--- src/rtl/core/aabd_pkg.sv ---
// Shared types and constants of the ASCII art box downscaler.
// Holds the payload structs, the register index codes and the ramp table.
// No dependencies.
`timescale 1ns / 1ps

package aabd_pkg;

  // Fixed widths of registers, fields and state
  localparam int DIM_W        = 13;
  localparam int BLK_W        = 7;
  localparam int BLK_CNT_W    = 6;
  localparam int ROW_W        = 12;
  localparam int CHAR_W       = 7;
  localparam int GRAY_W       = 10;
  localparam int SUM_W        = 22;
  localparam int MAX_BLOCK    = 64;
  localparam int HEIGHT_BOUND = 4096;
  localparam int RAMP_LENGTH  = 70;
  localparam int QUEUE_DEPTH  = 4;

  localparam logic [SUM_W-1:0] SUM_CEIL  = 22'h3FFFFF;
  localparam logic [9:0]       GRAY_SPAN = 10'd765;

  // Configuration register indexes
  typedef enum logic [1:0] {
    CFG_IMAGE_WIDTH  = 2'd0,
    CFG_IMAGE_HEIGHT = 2'd1,
    CFG_BLOCK_WIDTH  = 2'd2,
    CFG_BLOCK_HEIGHT = 2'd3
  } cfg_index_t;

  typedef struct packed {
    logic [7:0] red;
    logic [7:0] green;
    logic [7:0] blue;
  } pixel_t;

  typedef struct packed {
    logic [CHAR_W-1:0] char_code;
    logic              end_of_line;
    logic              end_of_frame;
  } result_t;

  // One finished block on its way to the divider
  typedef struct packed {
    logic [SUM_W-1:0] sum;
    logic [BLK_W-1:0] bw;
    logic [BLK_W-1:0] bh;
    logic             eol;
    logic             eof;
  } job_t;

  typedef struct packed {
    logic empty;
    logic afull;
  } queue_status_t;

  // Brightness ramp, dark to light, first character in the top byte
  localparam logic [8*RAMP_LENGTH-1:0] RAMP_CHARS =
    {"$@B%8&WM#*oahkbdpqwmZO0QLCJUYXzcvunxrjft/\\|()1{}[]?-_+~<>i!lI;:,\"^",
     8'h60, "'. "};

  // Map a ramp index onto its character, clamping past the last entry
  function automatic logic [CHAR_W-1:0] ramp_char(input logic [6:0] idx);
    logic [6:0] pos;
    pos = (idx > 7'(RAMP_LENGTH - 1)) ? 7'(RAMP_LENGTH - 1) : idx;
    return RAMP_CHARS[8*(RAMP_LENGTH - 1 - int'(pos)) +: CHAR_W];
  endfunction

endpackage

--- src/rtl/core/aabd_queue.sv ---
// Short job queue between the front end and the divider back end.
// Flags almost full one entry early to cover the job in flight. Depends on aabd_pkg.
`timescale 1ns / 1ps

module aabd_queue (
  input  logic                    clk,
  input  logic                    rst_n,
  input  logic                    push,
  input  aabd_pkg::job_t          push_job,
  input  logic                    pop,
  output aabd_pkg::job_t          head_job,
  output aabd_pkg::queue_status_t status
);

  localparam int PTR_W = $clog2(aabd_pkg::QUEUE_DEPTH);
  localparam int CNT_W = $clog2(aabd_pkg::QUEUE_DEPTH + 1);

  aabd_pkg::job_t   slots_r [aabd_pkg::QUEUE_DEPTH];
  logic [PTR_W-1:0] wr_ptr_r, rd_ptr_r;
  logic [CNT_W-1:0] count_r;

  // Store the pushed job
  always_ff @(posedge clk) begin
    if (push) slots_r[wr_ptr_r] <= push_job;
  end

  // Advance pointers and count
  always_ff @(posedge clk) begin
    if (!rst_n) begin
      wr_ptr_r <= '0;
      rd_ptr_r <= '0;
      count_r  <= '0;
    end else begin
      if (push) wr_ptr_r <= (wr_ptr_r == PTR_W'(aabd_pkg::QUEUE_DEPTH - 1)) ? '0
                                                                           : wr_ptr_r + PTR_W'(1);
      if (pop) rd_ptr_r <= (rd_ptr_r == PTR_W'(aabd_pkg::QUEUE_DEPTH - 1)) ? '0
                                                                          : rd_ptr_r + PTR_W'(1);
      unique case ({push, pop})
        2'b10:   count_r <= count_r + CNT_W'(1);
        2'b01:   count_r <= count_r - CNT_W'(1);
        default: count_r <= count_r;
      endcase
    end
  end

  assign head_job     = slots_r[rd_ptr_r];
  assign status.empty = (count_r == '0);
  assign status.afull = (count_r >= CNT_W'(aabd_pkg::QUEUE_DEPTH - 1));

`ifndef SYNTHESIS
  a_count_bound: assert property (@(posedge clk) disable iff (!rst_n)
    count_r <= CNT_W'(aabd_pkg::QUEUE_DEPTH))
    else $error("job queue count beyond depth");

  a_no_overflow: assert property (@(posedge clk) disable iff (!rst_n)
    (count_r == CNT_W'(aabd_pkg::QUEUE_DEPTH)) |-> (!push || pop))
    else $error("job pushed into a full queue");

  a_no_underflow: assert property (@(posedge clk) disable iff (!rst_n)
    pop |-> !status.empty)
    else $error("job popped from an empty queue");
`endif

endmodule

--- config.mk ---
export PLATFORM = sky130hd
export DESIGN_NAME = aabd_queue
export DESIGN_NICKNAME = d
export VERILOG_FILES = /design/src/rtl/core/aabd_pkg.sv /design/src/rtl/core/aabd_queue.sv
export SDC_FILE = /design/constraint.sdc
export NUM_CORES = 1
export LEC_CHECK = 0
export BUFFER_PORTS_ARGS = -buffer_cell sky130_fd_sc_hd__buf_2
export CORE_ASPECT_RATIO = 0.7
export CORE_MARGIN = 2
export CORE_UTILIZATION = 40
export CTS_CLUSTER_DIAMETER = 80
export DETAILED_ROUTE_END_ITERATION = 8
export PLACE_DENSITY = 0.67
export SLEW_MARGIN = 0
export SYNTH_ARGS = -nofsm -noshare
export SYNTH_HDL_FRONTEND = slang
export SYNTH_SLANG_ARGS = --single-unit
--- constraint.sdc ---
create_clock -name clk -period 3.55 [get_ports clk]
set_clock_uncertainty 0.05 [all_clocks]
set_input_delay 0.5325 -clock clk [delete_from_list [all_inputs] [get_ports clk]]
set_output_delay 0.5325 -clock clk [all_outputs]
set_load 0.05 [all_outputs]
==> flow_summary.toml <==
[status]
status = "complete, no violations"

[layout]
final_layout_size_suffix_gt1_share_pct = 44.9
fin_nets = 389
layout.cells.non_filler = 548
area_delta_synth_final_pct = 19.7

[global_routing]
use_met2_pct = 21.9
grt_overflow = 0
grtUsageMet1_pct = 16.5
grt_pass1_vias = 2799
grtUsageMet3_pct = 5.36
antenna_found_initial = 1
gr-usage-all-layers_pct = 13.5
busiest_layer = "met2"
grt_pass1_wl_um = 15500
grt_max_degree = 39

[sta]
drv_slew = 0
fmax_mhz = 364
finalCriticalPeriod_ns = 2.74
period_share_pct = 77.3
rsz0062_at_grt = "false"
setup_viol = 0
hold_violations = 0
fin_ws_ns = 0.806
timing.max_slew.rel_slack_pct = 26.6
tightestPinTransition_ns = 1.10
fin_tns_setup_ns = 0
fin_hold_ws_ns = 0.279

[power]
p_leak_nw = 2.41
ir_drop_v = 0.000320
switching_share_pct = 25.5
power_frac_seq_pct = 49.7
combinationalPowerShare_pct = 11.7
power_density_nw_per_um2 = 620
pwr-share-clk_pct = 38.5
p_switching_mw = 1.13
report.power.total_mw = 4.42
intPower_mw = 3.30

[die]
start_util_pct = 40.8
ios = 82
rows = 37
core_region_area_um2 = 14600
die_h_um = 106
die_area_um2 = 15900
die_width_um = 150

[place]
place_congestion = 0.680
pre_cts_ws_ns = 1.21
portBuffers = 81
hpwl_um = 5950
post-place-cells = 516

[route]
viasPerCell = 4.91
wl_um = 10100
ant_nets = 0
post_drt_wl_per_cell_um = 18.5
first_pass_iters = 5
drt-initial-drc-count = 145
vias = 2690
route.detailed.drc = 0

[worst_setup_path]
crit_chain = "buf_4 -> mux4_2 -> buf_2"
crit_path_top_delay_cell = "dfxtp_2"
cp_slowest_stage_delay_ns = 0.82
cp.required_ns = 2.97
cp_max_fo = 27
cp.arrival_ns = 2.16
endpoint_kind = "output pin"
start_kind = "register"
crit_end = "head_job[36]"
reg2reg_depth = 2
critPathKind = "reg2out"
worst_r2r_endpoint = "slots_r[3][20]"
r2r_slack_ns = 1.62
reg2reg_from = "wr_ptr_r[0]"

[logic_synthesis]
yosysUniqueCellTypes = 25
syn_area_per_cell_um2 = 24.3
syn_nets = 294
ys_seq_area_share_pct = 79.6
yosysWarnings = 0
ys_ff_latch = 161
synth_area_um2 = 5960
synth_cells = 245

[clock_tree]
cts.path.max_buffers = 2
path_clk_slew_ns = 0.06
insertion_delay_ns = 0.41
cts_sinks = 161
cts-hold-fix-buffers = 0
cts_tree = "built"
cts.repair.resized = 0
htreeDepth = 4
ctsRootBufferMaster = "clkbuf_16"
post_cts_buffers = 0
cts_made_buffers = 17

[job]
max_cap_viol_count = 0

[worst_hold_path]
hold_path_class = "in2reg"
## worst min-delay path by stage
stage / startpoint / endpoint / slack (ns) / cells past startpoint
3_5_place_dp: count_r[2] / count_r[2] / 0.46 / 2
4_1_cts: push_job[10] / slots_r[2][10] / 0.26 / 1
5_1_grt: push_job[14] / slots_r[1][14] / 0.27 / 1
3_3_place_gp: count_r[2] / count_r[2] / 0.45 / 2
2_1_floorplan: count_r[2] / count_r[2] / 0.43 / 2
6_report: push_job[37] / slots_r[1][37] / 0.28 / 1
## critical path: cells and delay by family, from the launching register on
| kind | cells | cell delay, ns |
|---|---|---|
| buffers and inverters | 2 | 0.59 |
| DFF | 1 | 0.82 |
| muxes | 1 | 0.33 |
## layout make-up
| type | instances | area [µm²] |
|---|---|---|
| diodes | 1 | 2.50 |
| clock buffers | 17 | 425 |
| clock inverters | 14 | 135 |
| fillers | 1224 | 7490 |
| inverters | 6 | 22.5 |
| multi-input cells | 70 | 1120 |
| flip-flops and latches | 161 | 4750 |
| well taps | 195 | 244 |
| repair buffers | 84 | 440 |
## through the flow
step,instance area [µm²],utilization (%)
finish,7140,48.8
global route,7140,48.8
CTS,7140,48.8
detailed placement,6580,45.0
global placement,6580,45.0
floorplan,5960,-
## power groups by stage
| stage | sequential (mW) | clock, mW | combinational, mW |
|---|---|---|---|
| after detailed placement | 2.24 | 0 | 0.526 |
| after floorplan | 2.22 | 0 | 0.408 |
| after global placement | 2.24 | 0 | 0.520 |
| after global routing | 2.21 | 1.82 | 0.551 |
| final | 2.20 | 1.70 | 0.518 |
| after CTS | 2.20 | 1.75 | 0.528 |
## per-layer routing
metal	routed length, µm	up-vias	share of wire, %
li1	-	1219	-
met1	4290	1389	42
met2	5030	72	50
met3	711	10	7.0
met4	95	0	0.94
met5	0	-	0
## cell families after synthesis
logic type	count (synthesis)	synth area share, %
AOI/OAI and AO/OA	6	0.630
xor gates and xnor gates	2	0.294
adders and majority gates	7	1.59
buffers and inverters	14	1.68
DFF	161	79.6
muxes	40	14.7
and+or+nand+nor	15	1.55
## state kept, by name (all words and copies together) (netlist names), named ones only
| name | count |
|---|---|
| count_r | 3 |
| slots_r | 152 |
| wr_ptr_r | 2 |
| rd_ptr_r | 2 |
## synthesized netlist by cell type, drive strengths merged
cell | instances | area, µm²
o21ai | 2 | 10.0
a21o | 1 | 7.51
dfxtp | 9 | 180
mux2i | 2 | 20.0
nor3 | 1 | 5.00
ha | 6 | 75.1
a21boi | 1 | 7.51
nor3b | 2 | 15.0
fa | 1 | 20.0
and2 | 6 | 37.5
inv | 6 | 22.5
xor2 | 1 | 8.76
nand2 | 1 | 3.75
o21a | 1 | 7.51
or3 | 1 | 6.26
buf | 7 | 73.8
nor2b | 4 | 25.0
mux4 | 38 | 856
edfxtp | 152 | 4560
clkbuf | 1 | 3.75
a21oi | 1 | 5.00
xnor2 | 1 | 8.76
## placed cells by master (no fill, tap or decap), types with 3 or more instances in the layout
| cell type | count |
|---|---|
| and2_2 | 4 |
| buf_2 | 81 |
| clkbuf_16 | 17 |
| clkinv_4 | 3 |
| clkinvlp_4 | 5 |
| dfxtp_1 | 7 |
| edfxtp_1 | 152 |
| ha_1 | 6 |
| inv_1 | 6 |
| inv_6 | 3 |
| mux4_2 | 38 |
| nor2b_1 | 4 |
Power figures use the tool's default switching activity.
