## src/rtl/core/aabd_pkg.sv

```systemverilog
// Shared types and constants of the ASCII art box downscaler.
// Holds the payload structs, the register index codes and the ramp table.
// No dependencies.
`timescale 1ns / 1ps

package aabd_pkg;

  // Fixed widths of registers, fields and state
  localparam int DIM_W        = 13;
  localparam int BLK_W        = 7;
  localparam int BLK_CNT_W    = 6;
  localparam int ROW_W        = 12;
  localparam int CHAR_W       = 7;
  localparam int GRAY_W       = 10;
  localparam int SUM_W        = 22;
  localparam int MAX_BLOCK    = 64;
  localparam int HEIGHT_BOUND = 4096;
  localparam int RAMP_LENGTH  = 70;
  localparam int QUEUE_DEPTH  = 4;

  localparam logic [SUM_W-1:0] SUM_CEIL  = 22'h3FFFFF;
  localparam logic [9:0]       GRAY_SPAN = 10'd765;

  // Configuration register indexes
  typedef enum logic [1:0] {
    CFG_IMAGE_WIDTH  = 2'd0,
    CFG_IMAGE_HEIGHT = 2'd1,
    CFG_BLOCK_WIDTH  = 2'd2,
    CFG_BLOCK_HEIGHT = 2'd3
  } cfg_index_t;

  typedef struct packed {
    logic [7:0] red;
    logic [7:0] green;
    logic [7:0] blue;
  } pixel_t;

  typedef struct packed {
    logic [CHAR_W-1:0] char_code;
    logic              end_of_line;
    logic              end_of_frame;
  } result_t;

  // One finished block on its way to the divider
  typedef struct packed {
    logic [SUM_W-1:0] sum;
    logic [BLK_W-1:0] bw;
    logic [BLK_W-1:0] bh;
    logic             eol;
    logic             eof;
  } job_t;

  typedef struct packed {
    logic empty;
    logic afull;
  } queue_status_t;

  // Brightness ramp, dark to light, first character in the top byte
  localparam logic [8*RAMP_LENGTH-1:0] RAMP_CHARS =
    {"$@B%8&WM#*oahkbdpqwmZO0QLCJUYXzcvunxrjft/\\|()1{}[]?-_+~<>i!lI;:,\"^",
     8'h60, "'. "};

  // Map a ramp index onto its character, clamping past the last entry
  function automatic logic [CHAR_W-1:0] ramp_char(input logic [6:0] idx);
    logic [6:0] pos;
    pos = (idx > 7'(RAMP_LENGTH - 1)) ? 7'(RAMP_LENGTH - 1) : idx;
    return RAMP_CHARS[8*(RAMP_LENGTH - 1 - int'(pos)) +: CHAR_W];
  endfunction

endpackage

```

## src/rtl/core/aabd_back.sv

```systemverilog
// Back end: scales a block sum, divides by the block area with a restoring
// divider one quotient bit a cycle, maps onto the ramp and holds the result.
// Depends on aabd_pkg.
`timescale 1ns / 1ps

module aabd_back (
  input  logic                    clk,
  input  logic                    rst_n,
  input  aabd_pkg::job_t          q_head,
  input  aabd_pkg::queue_status_t q_status,
  output logic                    q_pop,
  input  logic                    out_pop,
  output logic                    out_empty,
  output aabd_pkg::result_t       out_result
);

  localparam int NUM_W  = aabd_pkg::SUM_W + 7;
  localparam int AREA_W = 2 * aabd_pkg::BLK_W - 1;
  localparam int DEN_W  = AREA_W + 10;
  localparam int REM_W  = DEN_W + 7;

  typedef enum logic [3:0] {
    S_IDLE = 4'b0001,
    S_DEN  = 4'b0010,
    S_DIV  = 4'b0100,
    S_HOLD = 4'b1000
  } back_state_t;

  back_state_t       state_r;
  logic [NUM_W-1:0]  num_r;
  logic [AREA_W-1:0] area_r;
  logic [REM_W-1:0]  rem_r, dsh_r;
  logic [7:0]        quo_r;
  logic [2:0]        step_r;
  logic              eol_r, eof_r;
  logic              out_valid_r, load;
  aabd_pkg::result_t out_res_r;
  logic [6:0]        pos;

  assign q_pop = (state_r == S_IDLE) && !q_status.empty;
  assign load  = (state_r == S_HOLD) && (!out_valid_r || out_pop);
  assign pos   = quo_r[7] ? 7'(aabd_pkg::RAMP_LENGTH - 1) : quo_r[6:0];

  // Sequence one job through scale, divisor and divide steps
  always_ff @(posedge clk) begin
    if (!rst_n) begin
      state_r <= S_IDLE;
    end else begin
      unique case (state_r)
        S_IDLE: if (q_pop) state_r <= S_DEN;
        S_DEN:  state_r <= S_DIV;
        S_DIV:  if (step_r == '0) state_r <= S_HOLD;
        S_HOLD: if (load) state_r <= S_IDLE;
        default: state_r <= S_IDLE;
      endcase
    end
  end

  // Datapath of the divider
  always_ff @(posedge clk) begin
    unique case (state_r)
      S_IDLE: begin
        num_r  <= NUM_W'(q_head.sum) * NUM_W'(aabd_pkg::RAMP_LENGTH);
        area_r <= AREA_W'(q_head.bw) * AREA_W'(q_head.bh);
        eol_r  <= q_head.eol;
        eof_r  <= q_head.eof;
      end
      S_DEN: begin
        dsh_r  <= {DEN_W'(area_r) * DEN_W'(aabd_pkg::GRAY_SPAN), 7'b0};
        rem_r  <= REM_W'(num_r);
        quo_r  <= '0;
        step_r <= 3'd7;
      end
      S_DIV: begin
        if (rem_r >= dsh_r) begin
          rem_r <= rem_r - dsh_r;
          quo_r <= {quo_r[6:0], 1'b1};
        end else begin
          quo_r <= {quo_r[6:0], 1'b0};
        end
        dsh_r  <= dsh_r >> 1;
        step_r <= step_r - 3'd1;
      end
      S_HOLD: ;
      default: ;
    endcase
  end

  // Output register, freed by a pop
  always_ff @(posedge clk) begin
    if (!rst_n) begin
      out_valid_r <= 1'b0;
    end else begin
      out_valid_r <= (out_valid_r && !out_pop) || load;
    end
  end

  always_ff @(posedge clk) begin
    if (load) begin
      out_res_r.char_code    <= aabd_pkg::ramp_char(pos);
      out_res_r.end_of_line  <= eol_r;
      out_res_r.end_of_frame <= eof_r;
    end
  end

  assign out_empty  = !out_valid_r;
  assign out_result = out_res_r;

`ifndef SYNTHESIS
  a_load_when_free: assert property (@(posedge clk) disable iff (!rst_n)
    load |-> (!out_valid_r || out_pop))
    else $error("result overwritten before it was taken");

  a_pop_only_idle: assert property (@(posedge clk) disable iff (!rst_n)
    q_pop |=> (state_r == S_DEN))
    else $error("divider did not start after taking a job");

  a_result_held: assert property (@(posedge clk) disable iff (!rst_n)
    (!out_empty && !out_pop) |=> (!out_empty && $stable(out_result)))
    else $error("waiting result changed before it was taken");
`endif

endmodule

```

## config.mk

```make
export PLATFORM = sky130hd
export DESIGN_NAME = aabd_back
export DESIGN_NICKNAME = d
export VERILOG_FILES = /design/src/rtl/core/aabd_pkg.sv /design/src/rtl/core/aabd_back.sv
export SDC_FILE = /design/constraint.sdc
export NUM_CORES = 1
export LEC_CHECK = 0
export BUFFER_PORTS_ARGS = -buffer_cell sky130_fd_sc_hd__buf_2
export CELL_PAD_IN_SITES_DETAIL_PLACEMENT = 0
export CELL_PAD_IN_SITES_GLOBAL_PLACEMENT = 1
export CORE_UTILIZATION = 45
export CTS_CLUSTER_SIZE = 40
export DETAILED_ROUTE_END_ITERATION = 8
export HOLD_SLACK_MARGIN = 0.12
export PLACE_DENSITY_LB_ADDON = 0.15
export SLEW_MARGIN = 10
export SYNTH_ARGS = -nofsm -noshare
export SYNTH_HDL_FRONTEND = slang
export SYNTH_SLANG_ARGS = --single-unit
export TNS_END_PERCENT = 50
```

## constraint.sdc

```tcl
create_clock -name clk -period 8.81 [get_ports clk]
set_clock_uncertainty 0.15 [all_clocks]
set_input_delay 1.3215 -clock clk [delete_from_list [all_inputs] [get_ports clk]]
set_output_delay 1.3215 -clock clk [all_outputs]
set_load 0.03 [all_outputs]
```

==> flow_summary.json, run 1 <==
{
  "grt_pass1_vias": 9960,
  "post-route-period-util": 0.688,
  "critical_path.max_fanout": 7,
  "clkTransAtPathRegs_ns": 0.07,
  "fin_tns_setup_ns": 0,
  "std_cell_rows": 64,
  "status": "finished clean",
  "slew_viol_final": 0,
  "track_usage": 0.193,
  "multiInputGateArea_um2": 9010,
  "cts.path.max_buffers": 2,
  "area_growth_pct": 9.46,
  "start_kind": "flip-flop",
  "viasPerCell": 5.28,
  "cts_root_buf": "clkbuf_16",
  "async_reset_ff_frac": 0,
  "cts_setup_buffers": 0,
  "vias": 10266,
  "gr-total-overflow": 0,
  "required_ns": 8.82,
  "die_area_um2": 31600,
  "cts_made_buffers": 17,
  "post_drt_wl_per_cell_um": 14.6,
  "postCtsResizedCells": 0,
  "drt_iter0_drc": 690,
  "wirelength_um": 28400,
  "fp.dieH_um": 178,
  "ff2ff_path_depth": 19,
  "numPortBuffers": 52,
  "netlist_area_um2": 13900,
  "crit_arrival_ns": 6.07,
  "r2r_end": "dsh_r[28]",
  "ys_seq_area_frac": 0.272,
  "synth_nets": 1831,
  "htreeDepth": 4,
  "critical_path.startpoint": "area_r[4]",
  "relSlewSlack": 0.285,
  "worst_slack_ns": 2.75,
  "initial_core_util": 0.456,
  "nFillCells": 2888,
  "io-pin-count": 54,
  "placedCellCount": 1912,
  "hold_violations": 0,
  "fin_crit_ns": 6.06,
  "setup_viol": 0,
  "synth_edf_count": 123,
  "firstDrtPassIters": 5,
  "drive_gt1_frac": 0.0762,
  "max_freq_mhz": 165,
  "fin_cells": 1945,
  "cts_tree": "done",
  "area.sequential_um2": 3790,
  "cts_sinks": 128,
  "place_hpwl_um": 22100,
  "endpoint": "dsh_r[28]",
  "pre_cts_slack_ns": 2.77,
  "finalInstanceArea_um2": 15200,
  "syn_avg_cell_area_um2": 9.38,
  "holdCritPathClass": "reg -> reg",
  "grt_pass1_wl_um": 48900,
  "gp_congestion": 0.829,
  "crit_type": "reg -> reg",
  "core_um2": 30500,
  "antenna_found_initial": 0,
  "die_w_um": 178,
  "yosysUniqueCellTypes": 76,
  "timing.rr.start": "area_r[4]",
  "place_area_um2": 14600,
  "ys_ff_latch": 128,
  "worst_pin_slew_ns": 1.07,
  "fin_nets": 1881,
  "drv_cap": 0,
  "grt_max_degree": 83,
  "clock_latency_ns": 0.43,
  "yosys_warnings": 0,
  "drt_drc_violations_left": 0,
  "postCtsHoldBufs": 0,
  "syn_inst": 1485,
  "ant_nets": 0,
  "rsz0062_at_grt": "no",
  "end_kind": "flip-flop",
  "r2r_slack_ns": 2.75,
  "synth_flop_cell": "edfxtp_1"
}
[metal layers]
layer,track usage,vias to the layer above,part of all wire
li1,-,5175,-
met5,0,-,0
met3,0.0242,23,0.027
met1,0.280,4905,0.51
met4,0.0367,0,0.0080
met2,0.307,163,0.46
[Yosys cell counts, types with 4 or more instances]
master	n	area, um2
nor3_1	22	110
o21bai_1	13	97.6
nand3_1	18	90.1
o21ai_1	5	25.0
edfxtp_1	123	3690
o31ai_1	12	90.1
xnor2_1	46	403
nor2_1	86	323
xor2_1	31	272
clkbuf_1	27	101
a31oi_1	11	68.8
nand2b_1	12	75.1
fa_1	103	2060
and2_1	41	257
and3_1	6	37.5
o21a_1	20	150
nand4_1	4	25.0
o22ai_1	12	75.1
a21boi_0	6	45.0
o21ai_0	85	425
ha_1	200	2500
a21o_1	17	128
a21oi_1	80	400
a211oi_1	10	75.1
nand2_1	125	469
nor2b_1	9	56.3
a2111oi_0	5	43.8
o211ai_1	8	60.1
dfxtp_1	5	100
inv_1	270	1010
nand3b_1	5	37.5
[sequential cells by signal, indices dropped and copies added, names as in the netlist, 3 cells and up]
name        count
area_r         13
dsh_r          30
num_r          28
out_result      9
quo_r           8
rem_r          30
state_r         4
step_r          3
[metrics by stage]
step | hold slack, ns | util
2_1_floorplan | 0.250 | -
3_3_place_gp | 0.252 | 0.480
3_5_place_dp | 0.257 | 0.480
4_1_cts | 0.273 | 0.499
5_1_grt | 0.274 | 0.499
6_report | 0.270 | 0.500
[critical path, cell delays in order, from the launching register on]
cell and delay, ns:
edfxtp_1 0.58, inv_1 0.17, fa_1 0.52, fa_1 0.49, inv_1 0.06, fa_1 0.50, fa_1 0.56, inv_1 0.05
fa_1 0.50, inv_1 0.04, ha_1 0.35, a2111oi_0 0.40, o21ai_1 0.16, a21oi_1 0.21, nor3_1 0.11, o31ai_1 0.38
a211oi_1 0.14, a21oi_1 0.20, xor2_1 0.15, o21ai_0 0.08
[cell usage in the layout (no fill, tap or decap), types with 18 or more instances in the layout]
cell      netlist  layout
inv_1         270     270
ha_1          200     200
nand2_1       125     124
edfxtp_1      123     123
fa_1          103     103
nor2_1         86      86
o21ai_0        85      85
a21oi_1        80      80
buf_2           1      52
xnor2_1        46      46
and2_1         41      41
xor2_1         31      31
nor3_1         22      22
o21a_1         20      20
nand3_1        18      18
[final cells by class]
type / instances / area share
inverters: 270 / 0.0665
flip-flops and latches: 128 / 0.249
multi-input cells: 1056 / 0.591
clock inverters: 15 / 0.0108
well taps: 396 / 0.0325
clock buffers: 17 / 0.0279
diodes: 1 / 0.000164
repair buffers: 62 / 0.0220
[worst min path at each step]
stage	start	cells after the start	slack, ns	to
after CTS	eof_r	0	0.27	out_result[0]
final	eof_r	0	0.27	out_result[0]
after detailed placement	eof_r	0	0.26	out_result[0]
after global routing	eof_r	0	0.27	out_result[0]
after floorplan	eof_r	0	0.25	out_result[0]
after global placement	eol_r	0	0.25	out_result[1]
[kinds of logic after synthesis]
family	Yosys count	share of synthesized area
and+or+nand+nor	351	0.119
AOI/OAI and AO/OA	323	0.150
adders and majority gates	303	0.328
buffers and inverters	301	0.0815
DFF	128	0.272
xor gates and xnor gates	77	0.0484
muxes	2	0.00144
Power of run 1 is not shown: default switching activity piles up to over one toggle a cycle in this logic, so the estimate is an artifact.
==> run 2: changes to the inputs <==
==> constraint.sdc (replaced) <==
create_clock -name clk -period 5.2 [get_ports clk]
set_clock_uncertainty 0.15 [all_clocks]
set_input_delay 0.78 -clock clk [delete_from_list [all_inputs] [get_ports clk]]
set_output_delay 0.78 -clock clk [all_outputs]
set_load 0.03 [all_outputs]
==> run 2 against run 1 <==
The flow now finishes with violations (negative setup slack). Critical path depth increased by 2. Cell count increased by 3.2%. Maximum frequency increased by 15%. Setup slack got worse by 2.8 ns. Worst hold slack about the same. Critical endpoint is now dsh_r[27].
==> flow_summary.json, run 2 (synthesized netlist as in run 1, its figures left out) <==
{
  "status": "complete, but fails checks",
  "violations": "negative setup slack",
  "ant_nets": 0,
  "rsz0062_at_grt": "yes",
  "post_drt_wl_per_cell_um": 14.8,
  "viasPerCell": 5.25,
  "use_met3": 0.0246,
  "relSlewSlack": 0.298,
  "drt_iter0_drc": 554,
  "gr-total-overflow": 0,
  "setup_viol": 4,
  "required_ns": 5.22,
  "path_buf_inv": 6,
  "cts_sinks": 128,
  "end_kind": "flip-flop",
  "cts_root_buf": "clkbuf_16",
  "postCtsHoldBufs": 0,
  "cts.path.max_buffers": 2,
  "vias": 10541,
  "use_met2": 0.320,
  "wirelength_um": 29600,
  "nFillCells": 2812,
  "cp_top_family": "adder cells",
  "top_regs": "dsh_r: 30 flops, rem_r: 30 flops, num_r: 28 flops",
  "crit_path_max_incr_delay_ns": 0.52,
  "holdCritPathClass": "reg -> reg",
  "std_cell_rows": 64,
  "numPortBuffers": 52,
  "pre_cts_slack_ns": -0.538,
  "crit_type": "reg -> reg",
  "hold_violations": 0,
  "diodes": 0,
  "cts_made_buffers": 17,
  "gp_congestion": 0.830,
  "critical_path.most_common_cell": "fa_2",
  "grt_pass1_vias": 10344,
  "place_hpwl_um": 22600,
  "worst_pin_slew_ns": 1.05,
  "crit_arrival_ns": 5.29,
  "final_cell_mix": "inv_1, ha_1, edfxtp_1, nand2_1, fa_1",
  "multiInputGateArea_um2": 9290,
  "slew_viol_final": 0,
  "clkTransAtPathRegs_ns": 0.06,
  "worst_slack_ns": -0.0708,
  "post-route-period-util": 1.01,
  "fin_nets": 1945,
  "grt_max_degree": 84,
  "core_um2": 30500,
  "layout_commonest_cell": "inv_1",
  "critical_path.max_fanout": 5,
  "finalInstanceArea_um2": 16100,
  "drt_drc_violations_left": 0,
  "track_usage": 0.199,
  "antenna_found_initial": 0,
  "slowest_stage": "fa_2",
  "hold-worst-slack_ns": 0.271,
  "clock_latency_ns": 0.43,
  "grt_pass1_wl_um": 50400,
  "drive_gt1_frac": 0.144,
  "cts_tree": "done",
  "firstDrtPassIters": 5,
  "max_freq_mhz": 190,
  "io-pin-count": 54,
  "die_w_um": 178,
  "place_area_um2": 15000,
  "cp_cell_sequence": "buf_6 -> fa_2 -> inv_2 -> fa_1 -> inv_2 -> fa_2 -> fa_1 -> inv_1 -> fa_2 -> inv_1 -> ha_4 -> buf_4 -> a21o_1 -> a21oi_2 -> o21ai_2 -> o2111ai_2 -> a31oi_2 -> or2_4 -> a21oi_2 -> xor2_1 -> o21ai_1",
  "drv_cap": 0,
  "grt_util_met1": 0.284,
  "start_kind": "flip-flop",
  "area_growth_pct": 15.3,
  "area.sequential_um2": 3790,
  "fin_crit_ns": 5.27,
  "die_area_um2": 31600,
  "initial_core_util": 0.456,
  "htreeDepth": 4,
  "fp.dieH_um": 178,
  "busiest_layer": "met2"
}
==> run 2: area by class of cell <==
cell class / count / share of cell area
multi-input combinational: 1056 / 0.579
sequential: 128 / 0.236
inverter: 270 / 0.0631
timing repair buffer: 126 / 0.0522
tap: 396 / 0.0309
clock buffer: 17 / 0.0265
clock inverter: 15 / 0.0119
==> run 2: path summary, 6_finish.rpt <==
check / startpoint / end / slack (ns) / cells after the start
worst max-delay path: area_r[2] / dsh_r[27] / -0.07 / 21
worst min register to register: eof_r / out_result[0] / 0.27 / 0
worst max register to register: area_r[2] / dsh_r[27] / -0.07 / 21
worst min-delay path: eof_r / out_result[0] / 0.27 / 0
==> run 2: stage by stage <==
| stage | std cells | TNS, ns | utilization |
|---|---|---|---|
| floorplan | 1485 | -0.946 | - |
| global placement | 1963 | -1.91 | 0.493 |
| detailed placement | 1963 | -2.31 | 0.493 |
| CTS | 2004 | -0.470 | 0.522 |
| global route | 2008 | -1.18 | 0.526 |
| finish | 2008 | -0.201 | 0.526 |
==> run 2: repair_timing <==
item / 4_1_cts / 5_1_grt
endpoints found under the setup margin: 7 / 6
gates resized for setup: 43 / 33
setup buffers: 9 / 5
pin swaps: 32 / 31
endpoints found under the hold margin: 0 / 0
==> run 2: routing by layer <==
layer	wire length, um	vias to the layer above	part of all wire
met3	764	20	0.026
met5	0	-	0
li1	-	5283	-
met1	14800	5082	0.50
met4	289	0	0.0098
met2	13800	156	0.47
Power of run 2 is left out for the same reason.
